`config.mk`:
```
export PLATFORM = sky130hd
export DESIGN_NAME = jtag_bit_to_command_byte_encoder
export DESIGN_NICKNAME = d
export VERILOG_FILES = /design/src/hw/rtl/jbce_pkg.sv /design/src/hw/rtl/jbce_front.sv /design/src/hw/rtl/jbce_queue.sv /design/src/hw/rtl/jbce_back.sv /design/src/hw/rtl/jtag_bit_to_command_byte_encoder.sv
export SDC_FILE = /design/constraint.sdc
export NUM_CORES = 1
export LEC_CHECK = 0
export ABC_AREA = 1
export BUFFER_PORTS_ARGS = -buffer_cell sky130_fd_sc_hd__clkbuf_2
export CORE_MARGIN = 4
export CORE_UTILIZATION = 45
export DETAILED_ROUTE_END_ITERATION = 8
export PLACE_DENSITY_LB_ADDON = 0.1
export RECOVER_POWER = 25
export SKIP_CTS_REPAIR_TIMING = 1
export SLEW_MARGIN = 10
export SYNTH_ARGS = -nofsm -noshare
export SYNTH_HDL_FRONTEND = slang
export SYNTH_HIERARCHICAL = 1
export SYNTH_SLANG_ARGS = --single-unit
```
`constraint.sdc`:
```
create_clock -name clk -period 12 [get_ports clk]
set_clock_uncertainty 0.2 [all_clocks]
set_input_delay 1.2 -clock clk [delete_from_list [all_inputs] [get_ports clk]]
set_output_delay 1.2 -clock clk [all_outputs]
set_load 0.005 [all_outputs]
```
`src/hw/rtl/jbce_pkg.sv`:
```
// Shared types and constants for the JTAG bit to command byte encoder.
package jbce_pkg;

  localparam int SLOTS = 6;
  localparam int SLOT_W = $clog2(SLOTS + 1);

  // Request kinds
  localparam logic [1:0] CMD_CLOCK = 2'd0;
  localparam logic [1:0] CMD_FLUSH = 2'd1;
  localparam logic [1:0] CMD_SLEEP = 2'd2;
  localparam logic [1:0] CMD_RESET = 2'd3;

  // Result actions
  localparam logic [1:0] ACT_EMIT = 2'd0;
  localparam logic [1:0] ACT_PUSH = 2'd1;
  localparam logic [1:0] ACT_WAIT = 2'd2;

  // Repeat count selectors carried by each result slot
  localparam logic [1:0] REP_ONE   = 2'd0;
  localparam logic [1:0] REP_TWO   = 2'd1;
  localparam logic [1:0] REP_DIV   = 2'd2;
  localparam logic [1:0] REP_SLEEP = 2'd3;

  // Adapter command bytes
  localparam logic [7:0] OP_START    = 8'hA4;
  localparam logic [7:0] OP_TDI_ONE  = 8'hCB;
  localparam logic [7:0] OP_TDI_ZERO = 8'hCA;
  localparam logic [7:0] OP_TMS_ONE  = 8'hEC;
  localparam logic [7:0] OP_TMS_ZERO = 8'hE8;
  localparam logic [7:0] OP_RST_ON   = 8'hEA;
  localparam logic [7:0] OP_DELAY    = 8'h80;
  localparam logic [7:0] OP_FLUSH    = 8'hA0;
  localparam logic [7:0] OP_CAPTURE  = 8'h10;
  localparam logic [7:0] OP_TCK_HIGH = 8'h04;
  localparam logic [7:0] OP_RST_BIT  = 8'h02;
  localparam logic [3:0] OP_PACK4    = 4'h3;

  // Sleep: up to LONG_SLEEP_US gives one delay byte per 170 us.
  // q = (us * SLEEP_RECIP) >> SLEEP_SHIFT is exact for us below about 199000.
  localparam logic [31:0] LONG_SLEEP_US = 32'd100000;
  localparam int          SHORT_US_W    = 17;
  localparam logic [16:0] SLEEP_RECIP   = 17'd98690;
  localparam int          SLEEP_SHIFT   = 24;

  localparam logic [2:0] REG_DIVIDER = 3'd0;

  typedef struct packed {
    logic [1:0] action;
    logic [7:0] code;
    logic [1:0] rep_sel;
  } slot_t;

  typedef struct packed {
    slot_t [SLOTS-1:0]  slots;
    logic [SLOT_W-1:0]  count;
    logic [31:0]        arg;   // host wait, or sleep quotient in the low bits
  } desc_t;

endpackage

```
`src/hw/rtl/jbce_front.sv`:
```
// Front end: accepts requests, tracks line state and builds result descriptors.
module jbce_front (
  input  logic               clk,
  input  logic               rst,
  input  logic               accept,
  input  logic [1:0]         command,
  input  logic               tms_level,
  input  logic               tdi_level,
  input  logic               capture_tdo,
  input  logic [31:0]        sleep_us,
  input  logic               test_reset,
  input  logic               system_reset,
  input  logic [9:0]         divider,
  output logic               push,
  output jbce_pkg::desc_t    desc
);
  import jbce_pkg::*;

  logic       clock_high, clock_high_next;
  logic       tms_state, tms_state_next;
  logic       reset_active, reset_active_next;
  logic [3:0] packed_tdi_bits, packed_tdi_bits_next;
  logic [1:0] packed_bit_count, packed_bit_count_next;

  logic [SHORT_US_W+16:0] sleep_prod;
  logic [9:0]             sleep_q;
  logic                   long_sleep;
  logic [7:0]             tdi_code;
  logic [3:0]             bits_merged;
  desc_t                  d;

  function automatic desc_t add_slot(desc_t din, logic [1:0] act, logic [7:0] code,
                                     logic [1:0] rs);
    desc_t dout;
    dout = din;
    dout.slots[din.count[2:0]] = '{action: act, code: code, rep_sel: rs};
    dout.count = din.count + SLOT_W'(1);
    return dout;
  endfunction

  assign sleep_prod = sleep_us[SHORT_US_W-1:0] * SLEEP_RECIP;
  assign sleep_q    = sleep_prod[SLEEP_SHIFT+9:SLEEP_SHIFT];
  assign long_sleep = sleep_us > LONG_SLEEP_US;
  assign tdi_code   = tdi_level ? OP_TDI_ONE : OP_TDI_ZERO;
  assign bits_merged = packed_tdi_bits | (4'(tdi_level) << packed_bit_count);

  always_comb begin
    d = '0;
    d.arg = long_sleep ? sleep_us : {22'd0, sleep_q};
    clock_high_next       = clock_high;
    tms_state_next        = tms_state;
    reset_active_next     = reset_active;
    packed_tdi_bits_next  = packed_tdi_bits;
    packed_bit_count_next = packed_bit_count;

    if (command == CMD_CLOCK && clock_high && divider == 10'd0 && !capture_tdo &&
        tms_level == tms_state) begin
      // Store the bit; the fourth one goes out as a packed byte
      if (packed_bit_count == 2'd3) begin
        d = add_slot(d, ACT_EMIT, {OP_PACK4, bits_merged}, REP_ONE);
        packed_tdi_bits_next  = 4'd0;
        packed_bit_count_next = 2'd0;
      end else begin
        packed_tdi_bits_next  = bits_merged;
        packed_bit_count_next = packed_bit_count + 2'd1;
      end
    end else begin
      if (command == CMD_CLOCK && !clock_high)
        d = add_slot(d, ACT_EMIT, OP_START, REP_ONE);
      // Flush a pending pack, only meaningful with TCK high
      if (packed_bit_count != 2'd0 && clock_high) begin
        d = add_slot(d, ACT_EMIT, {2'b00, packed_bit_count - 2'd1, packed_tdi_bits},
                     REP_ONE);
        packed_tdi_bits_next  = 4'd0;
        packed_bit_count_next = 2'd0;
      end
      if (command == CMD_CLOCK) begin
        d = add_slot(d, ACT_EMIT, tdi_code, REP_ONE);
        if (tms_level != tms_state) begin
          d = add_slot(d, ACT_EMIT, (tms_level ? OP_TMS_ONE : OP_TMS_ZERO) |
                       (reset_active ? OP_RST_BIT : 8'h00), REP_ONE);
          tms_state_next = tms_level;
        end
        if (divider > 10'd1)
          d = add_slot(d, ACT_EMIT, tdi_code, REP_DIV);
        d = add_slot(d, ACT_EMIT, tdi_code | OP_TCK_HIGH |
                     (capture_tdo ? OP_CAPTURE : 8'h00), REP_ONE);
        if (divider > 10'd1)
          d = add_slot(d, ACT_EMIT, tdi_code | OP_TCK_HIGH, REP_DIV);
        clock_high_next = 1'b1;
      end else begin
        // Drop TCK before any other request
        if (clock_high) begin
          d = add_slot(d, ACT_EMIT, OP_TDI_ZERO, REP_ONE);
          clock_high_next = 1'b0;
        end
        case (command)
          CMD_FLUSH: begin
            d = add_slot(d, ACT_EMIT, OP_FLUSH, REP_ONE);
            d = add_slot(d, ACT_PUSH, 8'h00, REP_ONE);
          end
          CMD_SLEEP: begin
            if (long_sleep) begin
              d = add_slot(d, ACT_EMIT, OP_FLUSH, REP_ONE);
              d = add_slot(d, ACT_WAIT, 8'h00, REP_ONE);
            end else begin
              d = add_slot(d, ACT_EMIT, OP_DELAY, REP_SLEEP);
            end
          end
          default: begin
            d = add_slot(d, ACT_EMIT, OP_DELAY, REP_TWO);
            reset_active_next = test_reset | system_reset;
            d = add_slot(d, ACT_EMIT, ((test_reset | system_reset) ? OP_RST_ON : OP_TMS_ZERO)
                         | (tms_state ? OP_TCK_HIGH : 8'h00), REP_ONE);
          end
        endcase
      end
    end
  end

  always_ff @(posedge clk) begin
    if (rst) begin
      clock_high       <= 1'b0;
      tms_state        <= 1'b0;
      reset_active     <= 1'b0;
      packed_tdi_bits  <= 4'd0;
      packed_bit_count <= 2'd0;
    end else if (accept) begin
      clock_high       <= clock_high_next;
      tms_state        <= tms_state_next;
      reset_active     <= reset_active_next;
      packed_tdi_bits  <= packed_tdi_bits_next;
      packed_bit_count <= packed_bit_count_next;
    end
  end

  assign push = accept && (d.count != '0);
  assign desc = d;

endmodule

```
`src/hw/rtl/jbce_queue.sv`:
```
// Two-entry descriptor queue between the front and back ends.
module jbce_queue (
  input  logic               clk,
  input  logic               rst,
  input  logic               push,
  input  jbce_pkg::desc_t    push_desc,
  input  logic               pop,
  output logic               full,
  output logic               valid,
  output jbce_pkg::desc_t    head
);
  import jbce_pkg::*;

  desc_t      entries [2];
  logic       wr_ptr, rd_ptr;
  logic [1:0] fill;

  always_ff @(posedge clk) begin
    if (push)
      entries[wr_ptr] <= push_desc;
  end

  always_ff @(posedge clk) begin
    if (rst) begin
      wr_ptr <= 1'b0;
      rd_ptr <= 1'b0;
      fill   <= 2'd0;
    end else begin
      if (push)
        wr_ptr <= ~wr_ptr;
      if (pop)
        rd_ptr <= ~rd_ptr;
      fill <= fill + 2'(push) - 2'(pop);
    end
  end

  assign full  = fill == 2'd2;
  assign valid = fill != 2'd0;
  assign head  = entries[rd_ptr];

endmodule

```
`src/hw/rtl/jbce_back.sv`:
```
// Back end: walks each descriptor and drives one result item per cycle unless m_tready stalls it.
module jbce_back (
  input  logic               clk,
  input  logic               rst,
  input  logic               q_valid,
  input  jbce_pkg::desc_t    head,
  input  logic [9:0]         divider,
  output logic               pop,
  output logic               m_tvalid,
  input  logic               m_tready,
  output logic [55:0]        m_tdata,   // out_byte[7:0], repeat_res[17:8], wait_us[49:18]
  output logic [1:0]         m_tuser,   // action[1:0]
  output logic               m_tlast
);
  import jbce_pkg::*;

  logic [2:0]  idx;
  logic        load;
  logic        is_last;
  slot_t       cur;
  logic [9:0]  rep;
  logic [7:0]  out_byte;
  logic [9:0]  repeat_res;
  logic [31:0] wait_us;
  logic [1:0]  action;

  assign cur     = head.slots[idx];
  assign is_last = SLOT_W'(idx) == head.count - SLOT_W'(1);
  assign load    = q_valid && (!m_tvalid || m_tready);
  assign pop     = load && is_last;

  always_comb begin
    case (cur.rep_sel)
      REP_TWO:   rep = 10'd2;
      REP_DIV:   rep = divider - 10'd1;
      REP_SLEEP: rep = head.arg[9:0] + 10'd2;
      default:   rep = 10'd1;
    endcase
  end

  always_ff @(posedge clk) begin
    if (rst) begin
      idx      <= 3'd0;
      m_tvalid <= 1'b0;
    end else begin
      if (load) begin
        m_tvalid <= 1'b1;
        idx      <= is_last ? 3'd0 : idx + 3'd1;
      end else if (m_tready) begin
        m_tvalid <= 1'b0;
      end
    end
  end

  always_ff @(posedge clk) begin
    if (load) begin
      action     <= cur.action;
      out_byte   <= cur.code;
      repeat_res <= rep;
      wait_us    <= (cur.action == ACT_WAIT) ? head.arg : 32'd0;
      m_tlast    <= is_last;
    end
  end

  assign m_tdata = {6'd0, wait_us, repeat_res, out_byte};
  assign m_tuser = action;

`ifndef SYNTHESIS
  a_idx_in_range: assert property (@(posedge clk) disable iff (rst)
    q_valid |-> (SLOT_W'(idx) < head.count))
    else $error("slot index past descriptor count");
  a_push_is_last: assert property (@(posedge clk) disable iff (rst)
    (m_tvalid && action != ACT_EMIT) |-> m_tlast)
    else $error("push result not final for its item");
  a_repeat_nonzero: assert property (@(posedge clk) disable iff (rst)
    m_tvalid |-> (repeat_res != 10'd0))
    else $error("zero repeat count");
  a_idx_clears: assert property (@(posedge clk) disable iff (rst)
    pop |=> (idx == 3'd0))
    else $error("slot index not cleared after pop");
`endif

endmodule

```
`src/hw/rtl/jtag_bit_to_command_byte_encoder.sv`:
```
// Top level of the JTAG bit to adapter command byte encoder.
//
//   port group    dir  handshake          payload
//   s_*           in   s_tvalid/s_tready  request: s_tuser command, s_tdata bit fields
//   m_*           out  m_tvalid/m_tready  result: m_tuser action, m_tdata, m_tlast
//   p*            in   psel/penable       clock_divider register at byte address 0
//
// A request is accepted while the two-entry descriptor queue has room. The back end
// emits one result per cycle unless m_tready stalls it; a request has one result per
// filled slot: 0 or 1 for a packed bit, up to 6 for a clocked bit with a TMS change.
// Reset (rst, synchronous) clears line state, the queue, the output and the divider.
// A stalled m_tready holds the output register; requests keep entering until the
// queue fills.
module jtag_bit_to_command_byte_encoder (
  input  logic        clk,
  input  logic        rst,
  input  logic        s_tvalid,
  output logic        s_tready,
  input  logic [39:0] s_tdata,   // tms_level[0], tdi_level[1], capture_tdo[2],
                                 // sleep_us[34:3], test_reset[35], system_reset[36]
  input  logic [1:0]  s_tuser,   // command[1:0]
  output logic        m_tvalid,
  input  logic        m_tready,
  output logic [55:0] m_tdata,   // out_byte[7:0], repeat_res[17:8], wait_us[49:18]
  output logic [1:0]  m_tuser,   // action[1:0]
  output logic        m_tlast,
  input  logic        psel,
  input  logic        penable,
  input  logic        pwrite,
  input  logic [2:0]  paddr,
  input  logic [31:0] pwdata,
  output logic [31:0] prdata,
  output logic        pready
);
  import jbce_pkg::*;

  logic [9:0] clock_divider;
  logic       accept;
  logic       push, pop, q_full, q_valid;
  desc_t      push_desc, head;

  assign pready = 1'b1;

  always_ff @(posedge clk) begin
    if (rst)
      clock_divider <= 10'd0;
    else if (psel && penable && pwrite && pready && {paddr[2], 2'b00} == REG_DIVIDER)
      clock_divider <= pwdata[9:0];
  end

  assign prdata = ({paddr[2], 2'b00} == REG_DIVIDER) ? {22'd0, clock_divider} : 32'd0;

  assign s_tready = !q_full;
  assign accept   = s_tvalid && s_tready;

  jbce_front u_front (
    .clk          (clk),
    .rst          (rst),
    .accept       (accept),
    .command      (s_tuser),
    .tms_level    (s_tdata[0]),
    .tdi_level    (s_tdata[1]),
    .capture_tdo  (s_tdata[2]),
    .sleep_us     (s_tdata[34:3]),
    .test_reset   (s_tdata[35]),
    .system_reset (s_tdata[36]),
    .divider      (clock_divider),
    .push         (push),
    .desc         (push_desc)
  );

  jbce_queue u_queue (
    .clk       (clk),
    .rst       (rst),
    .push      (push),
    .push_desc (push_desc),
    .pop       (pop),
    .full      (q_full),
    .valid     (q_valid),
    .head      (head)
  );

  jbce_back u_back (
    .clk      (clk),
    .rst      (rst),
    .q_valid  (q_valid),
    .head     (head),
    .divider  (clock_divider),
    .pop      (pop),
    .m_tvalid (m_tvalid),
    .m_tready (m_tready),
    .m_tdata  (m_tdata),
    .m_tuser  (m_tuser),
    .m_tlast  (m_tlast)
  );

endmodule
```
Word-level counts from Yosys, hierarchy flattened
Memories as Yosys holds them, arrays and structs flattened. A register that Yosys moved wholly into a read port is not among the register bits.
Index checks and enable logic that the tools add are counted.
{"block": "word_totals", "mem_bits_rw": 214, "ff_bits": 80, "inputBits": 84, "wordCells": 199, "mem_count": 1, "out_inout_bits": 94}
{"block": "op_classes", "n_addsub": 16, "shift": 1, "n_bitwise": 29, "n_eq_ne": 11, "mux": 67, "reduce_logical": 38, "mul": 1, "order_cmp": 19}
{"memory": "u_queue.entries", "depth": 2, "width": 107, "rd": 1, "rd_ports_with_merged_regs": 1, "wr": 1, "line_no": "jbce_queue.sv:14", "source": "desc_t entries [2];"}
{"operator": "$mux W107", "n": 16}
{"operator": "$bwmux W72", "n": 7}
{"operator": "$demux W12 S3", "n": 8}
{"operator": "$pmux W107 S2", "n": 1}
{"operator": "$and A66 B66 Y66", "n": 2}
{"operator": "$not A66 Y66", "n": 2}
{"operator": "$and A60 B60 Y60", "n": 2}
{"operator": "$not A60 Y60", "n": 2}
{"operator": "$mux W12", "n": 9}
{"operator": "$and A54 B54 Y54", "n": 1}
{"operator": "$not A54 Y54", "n": 1}
{"operator": "$and A48 B48 Y48", "n": 1}
{"operator": "$not A48 Y48", "n": 1}
{"operator": "$mux W45", "n": 1}
{"operator": "$mux W43", "n": 1}
{"operator": "$bmux W12 S3", "n": 1}
{"operator": "$lt A3 B4 Y1 const B", "n": 9}
{"operator": "$mul A17 B16 Y33 const B", "n": 1}
{"operator": "$gt A32 B17 Y1 const B", "n": 1}
{"operator": "$mux W32", "n": 1}
{"operator": "$pmux W10 S3", "n": 1}
{"operator": "$add A3 B1 Y3 const B", "n": 9}
{"operator": "$ge A3 B1 Y1 const B", "n": 8}
{"operator": "$or A12 B12 Y12", "n": 2}
{"operator": "37 further kinds", "n": 94}

Depth between registers and ports, before layout
{"block": "depth", "ltp_word": 43, "depth_mapped": 26, "mapped_depth_nobuf": 26}

By module
Netlist, hierarchy kept.
{"module": "jbce_queue", "cells_per_inst": 364, "seq_area_each_um2": 6526.3, "n_inst": 1, "area_per_inst_um2": 8059.0}
{"module": "jbce_front", "cells_per_inst": 884, "seq_area_each_um2": 180.2, "n_inst": 1, "area_per_inst_um2": 5711.7}
{"module": "jbce_back", "cells_per_inst": 406, "seq_area_each_um2": 1671.6, "n_inst": 1, "area_per_inst_um2": 3487.1}
{"module": "jtag_bit_to_command_byte_encoder", "cells_per_inst": 117, "seq_area_each_um2": 200.2, "n_inst": 1, "area_per_inst_um2": 730.7}

Worst setup path after synthesis
No wires, ideal clock.
{"block": "synth_path", "kind": "input-to-reg", "from": "input s_tuser[0]", "to": "memory u_queue/entries[0][0] (netlist name), enable pin", "path_buffers": 0, "setup_time_ns": 0.574, "stages": 19, "path_slack_ns": 2.829, "t_arrival_ns": 8.397, "t_required_ns": 11.226, "path_cell_list": "inv_1 > ha_1 > nor2_4 > nor2_8 > ha_1 > inv_1 > ha_1 > o21ai_4 > inv_1 > ha_1 > nor2_1 > nor3_1 > nor2_1 > nand2_1 > nand2_1 > nor2_1 > nor2_1 > inv_1 > nor2_1"}
{"block": "synth_via", "elab_chain_len": 25}
{"element": "start, declared", "line_no": "jtag_bit_to_command_byte_encoder.sv:21", "source": "input logic [1:0] s_tuser,"}
{"element": "$logic_not A2 Y1", "line_no": "jbce_front.sv:56, jbce_front.sv:68, jbce_front.sv:77"}
{"element": "$logic_and A1 B1 Y1", "line_no": "jbce_front.sv:68", "source": "if (command == CMD_CLOCK && !clock_high)"}
{"element": "$mux W45", "line_no": "jbce_front.sv:68"}
{"element": "$mux W107", "line_no": "jbce_front.sv:56", "source": "if (command == CMD_CLOCK && clock_high && divider == 10'd0 && !capture_tdo &&"}
{"element": "$add A3 B1 Y3", "line_no": "jbce_front.sv:37", "source": "dout.count = din.count + SLOT_W'(1);"}
{"element": "$mux W107", "line_no": "jbce_front.sv:71", "source": "if (packed_bit_count != 2'd0 && clock_high) begin"}
{"element": "$mux W107", "line_no": "jbce_front.sv:56"}
{"element": "$add A3 B1 Y3 (2 in a row)", "line_no": "jbce_front.sv:37"}
{"element": "[... 9 more ...]"}
{"element": "$mux W107", "line_no": "jbce_front.sv:88", "source": "if (divider > 10'd1)"}
{"element": "$mux W107", "line_no": "jbce_front.sv:77", "source": "if (command == CMD_CLOCK) begin"}
{"element": "$mux W107 (*)", "line_no": "jbce_front.sv:56"}
{"element": "$reduce_bool A3 Y1 (*)", "line_no": "jbce_front.sv:137", "source": "assign push = accept && (d.count != '0);"}
{"element": "$logic_and A1 B1 Y1 (*)", "line_no": "jbce_front.sv:137"}
{"element": "via push", "line_no": "jtag_bit_to_command_byte_encoder.sv:39", "source": "logic push, pop, q_full, q_valid;"}
{"element": "$mux W1 (*)", "line_no": "jbce_queue.sv:19", "source": "if (push)"}
{"element": "$mux W1 (implied by the code) (*)", "line_no": "jbce_queue.sv:20", "source": "entries[wr_ptr] <= push_desc;"}
{"element": "end, declared", "line_no": "jbce_queue.sv:14"}
Mark *: on every way through the listed nets, which the timed path passes. The rest lies on a longest branch. The select of a mux whose other input is x is not followed.

Worst setup path after layout
{"block": "layout_path", "from": "input s_tuser[1]", "to": "memory u_queue/entries[0][100] (netlist name), enable pin"}
Same word-level chain as after synthesis.

==> implementation parameters <==
Parameter                              Value

STA
  Hold slack final ... 0.263 ns
  TNS Setup ... 0 ns
  Max-slew headroom ... -110%
  Max Freq ... 0.155 GHz
  Hold Vio Cnt, Final ... 0
  Share of the clock period used by the worst path ... approximately 54%
  RSZ-0062 raised after global routing ... no
  Max-slew violation count ... 56
  Worst-margin pin slew ... roughly 3.1 ns
  Count of final setup violators ... 0
  Clock period minus final worst setup slack ... between 6 and 7 ns

Placement
  PortBufs ... 121
  Final HPWL DP ... 31100 um
  Routability Congestion ... approximately 0.9

Critical path
  Critical Path Source ... s_tuser[1]
  Depth of the most critical reg-to-reg path ... 22
  R2r startpoint ... u_front/packed_bit_count[0]
  End of the worst register-to-register path ... u_queue/entries[0][100]
  Sort of element at the start of the critical path ... primary input
  CP Capture Type ... register
  Worst Setup Path Type ... primary input to register
  Critical-path maximum fanout ... between 70 and 80
  CP Data Required Time ... 11.92 ns
  Data arrival time of the worst path ... between 6 and 7 ns
  Worst setup path endpoint ... u_queue/entries[0][100]
  Setup slack on the worst flop-to-flop path ... 6.03 ns

Min path
  Min-delay src ... u_front/reset_active
  Class of the worst hold path ... register to register
  Instance count along the most critical hold path ... 2

Floorplan
  X dimension of the die ... 208 um
  Core area ... 0.0391 mm2
  I/O pin cnt ... approximately 180
  FP Rows ... ~70
  Die area ... 0.0432 mm2
  Initial standard-cell utilization of the core ... 46.0%
  Chip height ... 208 um

Detailed routing
  Routed wire length per instance ... 17.5 um
  Via count ... 12340
  DRC violation count after routing ... 0
  Drt initial violations ... between 700 and 800
  Mean number of vias per cell ... ~5.1
  ANT nets after route ... 0
  Detailed-route wire length ... 42200 um
  First-pass iteration count of the detailed router ... 5

Final layout
  Area delta synth->final ... 9.60%
  Share of post-route cells with drive strength above 1 ... 16.4%
  Sequential cell area in the final layout ... 0.00858 mm2
  Area of combinational cells with multiple inputs ... approximately 0.008 mm2
  Final #Nets ... 2123
  Fill cell total of the finished layout ... 3657

Logic synthesis
  Avg Cell Area, Syn ... 10.2 um2
  Main synth FF type ... edfxtp_1
  Post-Synthesis Cells ... 1771
  Number of library cell types mapped by synthesis ... 58
  Async set-reset flop share out of synthesis ... 0%
  Synthesis warning total ... 6
  Sequential-to-total area share from yosys stat ... 47.7%
  Number of synthesized register bits ... 295
  Post-synth EDFFs ... 267
  Post-synthesis instance area ... 0.0180 mm2

Global routing
  Most crowded layer after global routing ... met2
  Antenna violations before repair ... 0
  Maximum number of pins on one net before global-route repair ... 73
  Via count of the first global-routing pass ... 12155
  Total overflow reported by the global router ... 0
  All-layer global routing usage ... ~19%
  Met2 track demand over resource ... 30.4%
  GR Layer Usage met3 ... 2.91%
  Global-route track usage on met1 ... 28.3%
  First-pass GRT wire length ... 67100 um

Clocking
  Maximum buffer depth of the clock tree ... 3
  Root buffer cell ... clkbuf_16
  Clock Sinks ... 295
  Latest clock arrival within the worst-skew pair ... 0.52 ns
  CTS tree ... built
  Total clock buffers created by CTS ... 34
  Post-CTS clock slew at the launch and capture registers of the worst setup and hold paths ... 0.06 ns
  H-tree levels ... 2

Power and ir drop
  Worst IR Drop VDD ... between 0.08 and 0.09 mV
  Overall power after layout ... ~3900 uW
  Total leakage power ... 0.00855 uW
  Total power divided by cell area ... 196 mW/mm2

Status
  Status ... finished, violations left
  Failing checks ... max-capacitance violations, max-slew violations

Job
  Count of maximum capacitance violations ... 1
## critical path: stages
cell and delay [ns]:
clkbuf_1 0.13, inv_1 0.08, ha_1 0.17, buf_4 0.22
nor2_4 0.27, nor2_8 0.12, ha_1 0.38, inv_1 0.15
ha_1 0.37, o21ai_4 0.24, inv_1 0.09, ha_1 0.34
nor2_1 0.19, nor3_1 0.09, nor2_1 0.15, nand2_1 0.08
nand2_1 0.07, nor2_1 0.04, nor2_1 0.23, inv_1 0.12
nor2_4 0.25, buf_4 0.43, buf_4 0.85
## worst min-delay path by stage
stage          slack, ns                    endpoint
2_1_floorplan       0.23        u_front/reset_active
3_3_place_gp        0.25  u_front/packed_tdi_bits[0]
3_5_place_dp        0.25        u_front/reset_active
4_1_cts             0.26        u_front/reset_active
5_1_grt             0.28        u_front/reset_active
6_report            0.26        u_front/reset_active
## metrics by stage
stage	utilization [%]	std cells	setup slack, ns	cell area, um2
after CTS	50.6	2414	5.54	19800
after detailed placement	48.0	2356	5.02	18800
after global routing	50.4	2414	5.09	19700
after floorplan	-	1807	2.83	18100
final	50.4	2416	5.53	19700
after global placement	48.0	2356	5.07	18800
## state kept, by name, summed over array words and instances (netlist names), named ones only
| name | cells |
|---|---|
| u_front/packed_bit_count | 2 |
| clock_divider | 10 |
| u_back/idx | 3 |
| u_queue/fill | 2 |
| u_front/tms_state | 1 |
| u_back/m_tuser | 2 |
| u_queue/rd_ptr | 1 |
| u_back/repeat_res | 10 |
| u_back/m_tvalid | 1 |
| u_back/out_byte | 8 |
| u_queue/entries | 214 |
| u_front/packed_tdi_bits | 4 |
| u_front/reset_active | 1 |
| u_front/clock_high | 1 |
| u_back/m_tlast | 1 |
| u_back/wait_us | 32 |
| u_queue/wr_ptr | 1 |
## cell type report
| cell class | count | share of cell area [%] |
|---|---|---|
| Sequential cell | 295 | 43.5 |
| Multi-Input combinational cell | 1153 | 40.1 |
| Inverter | 262 | 5.04 |
| Clock buffer | 47 | 4.77 |
| Tap cell | 518 | 3.29 |
| Timing Repair Buffer | 128 | 2.97 |
| Clock inverter | 11 | 0.305 |
| Antenna cell | 2 | 0.0254 |
## cell usage in the layout (no fill, tap or decap), types with 6 or more instances in the layout
| master | synthesis | final |
|---|---|---|
| clkbuf_2 | 0 | 66 |
| nand4_1 | 16 | 16 |
| nor2_4 | 8 | 9 |
| a31oi_1 | 6 | 6 |
| nand3_1 | 81 | 81 |
| o22ai_1 | 10 | 10 |
| dfxtp_1 | 28 | 27 |
| nand2_1 | 248 | 248 |
| a21o_1 | 6 | 6 |
| clkbuf_1 | 21 | 66 |
| o21ai_0 | 56 | 56 |
| o31ai_1 | 11 | 11 |
| ha_1 | 141 | 141 |
| mux2_2 | 77 | 77 |
| xnor2_1 | 7 | 7 |
| nor3_1 | 18 | 18 |
| buf_4 | 45 | 6 |
| nor2_2 | 26 | 26 |
| clkinv_2 | 2 | 6 |
| clkinv_1 | 2 | 7 |
| nor2_1 | 210 | 209 |
| fa_1 | 24 | 24 |
| a21oi_1 | 49 | 49 |
| conb_1 | 4 | 40 |
| nand2_4 | 7 | 7 |
| o21bai_1 | 7 | 7 |
| inv_1 | 246 | 244 |
| clkbuf_16 | 0 | 35 |
| mux2_4 | 30 | 30 |
| nand2_2 | 12 | 12 |
| inv_2 | 10 | 10 |
| nand3b_1 | 7 | 7 |
| xor2_1 | 13 | 13 |
| edfxtp_1 | 267 | 267 |
## cells by family (layout without fill, tap and decap cells)
family	after synthesis	count (layout)	share of synthesized area (%)
adder cells (fa/ha/maj)	165	165	12.5
AND/OR/NAND/NOR	649	649	16.4
buffers and inverters	359	448	9.19
AO/OA/AOI/OAI	171	171	5.72
other	4	42	0.0834
multiplexers	107	107	7.32
XOR/XNOR	21	21	1.10
flip-flops	295	295	47.7
## Yosys cell counts (all sizes together), types with 7 or more instances
library cell,n,area [um2]
a21oi,53,295
buf,76,583
clkbuf,21,78.8
dfxtp,28,561
edfxtp,267,8020
fa,24,480
ha,141,1760
inv,258,973
mux2,107,1320
nand2,267,1080
nand3,83,425
nand3b,7,52.6
nand4,16,100
nor2,248,1120
nor3,21,126
o21ai,66,357
o21bai,7,52.6
o22ai,10,62.6
o31ai,11,82.6
xnor2,7,61.3
xor2,13,114
## where the power goes
part | total [uW] | leakage, uW | internal (uW) | switching [uW]
Combinational | 1410 | 0.00532 | 502 | 908
Sequential | 1520 | 0.00274 | 1440 | 82.3
Clock | 933 | 0.000489 | 547 | 386
## per-layer routing
metal,vias up,part of all wire [%]
li1,6075,-
met1,5950,49
met2,272,45
met3,43,4.6
met4,0,2.0
met5,-,0
Note: power is estimated with default switching activity, not from simulation.
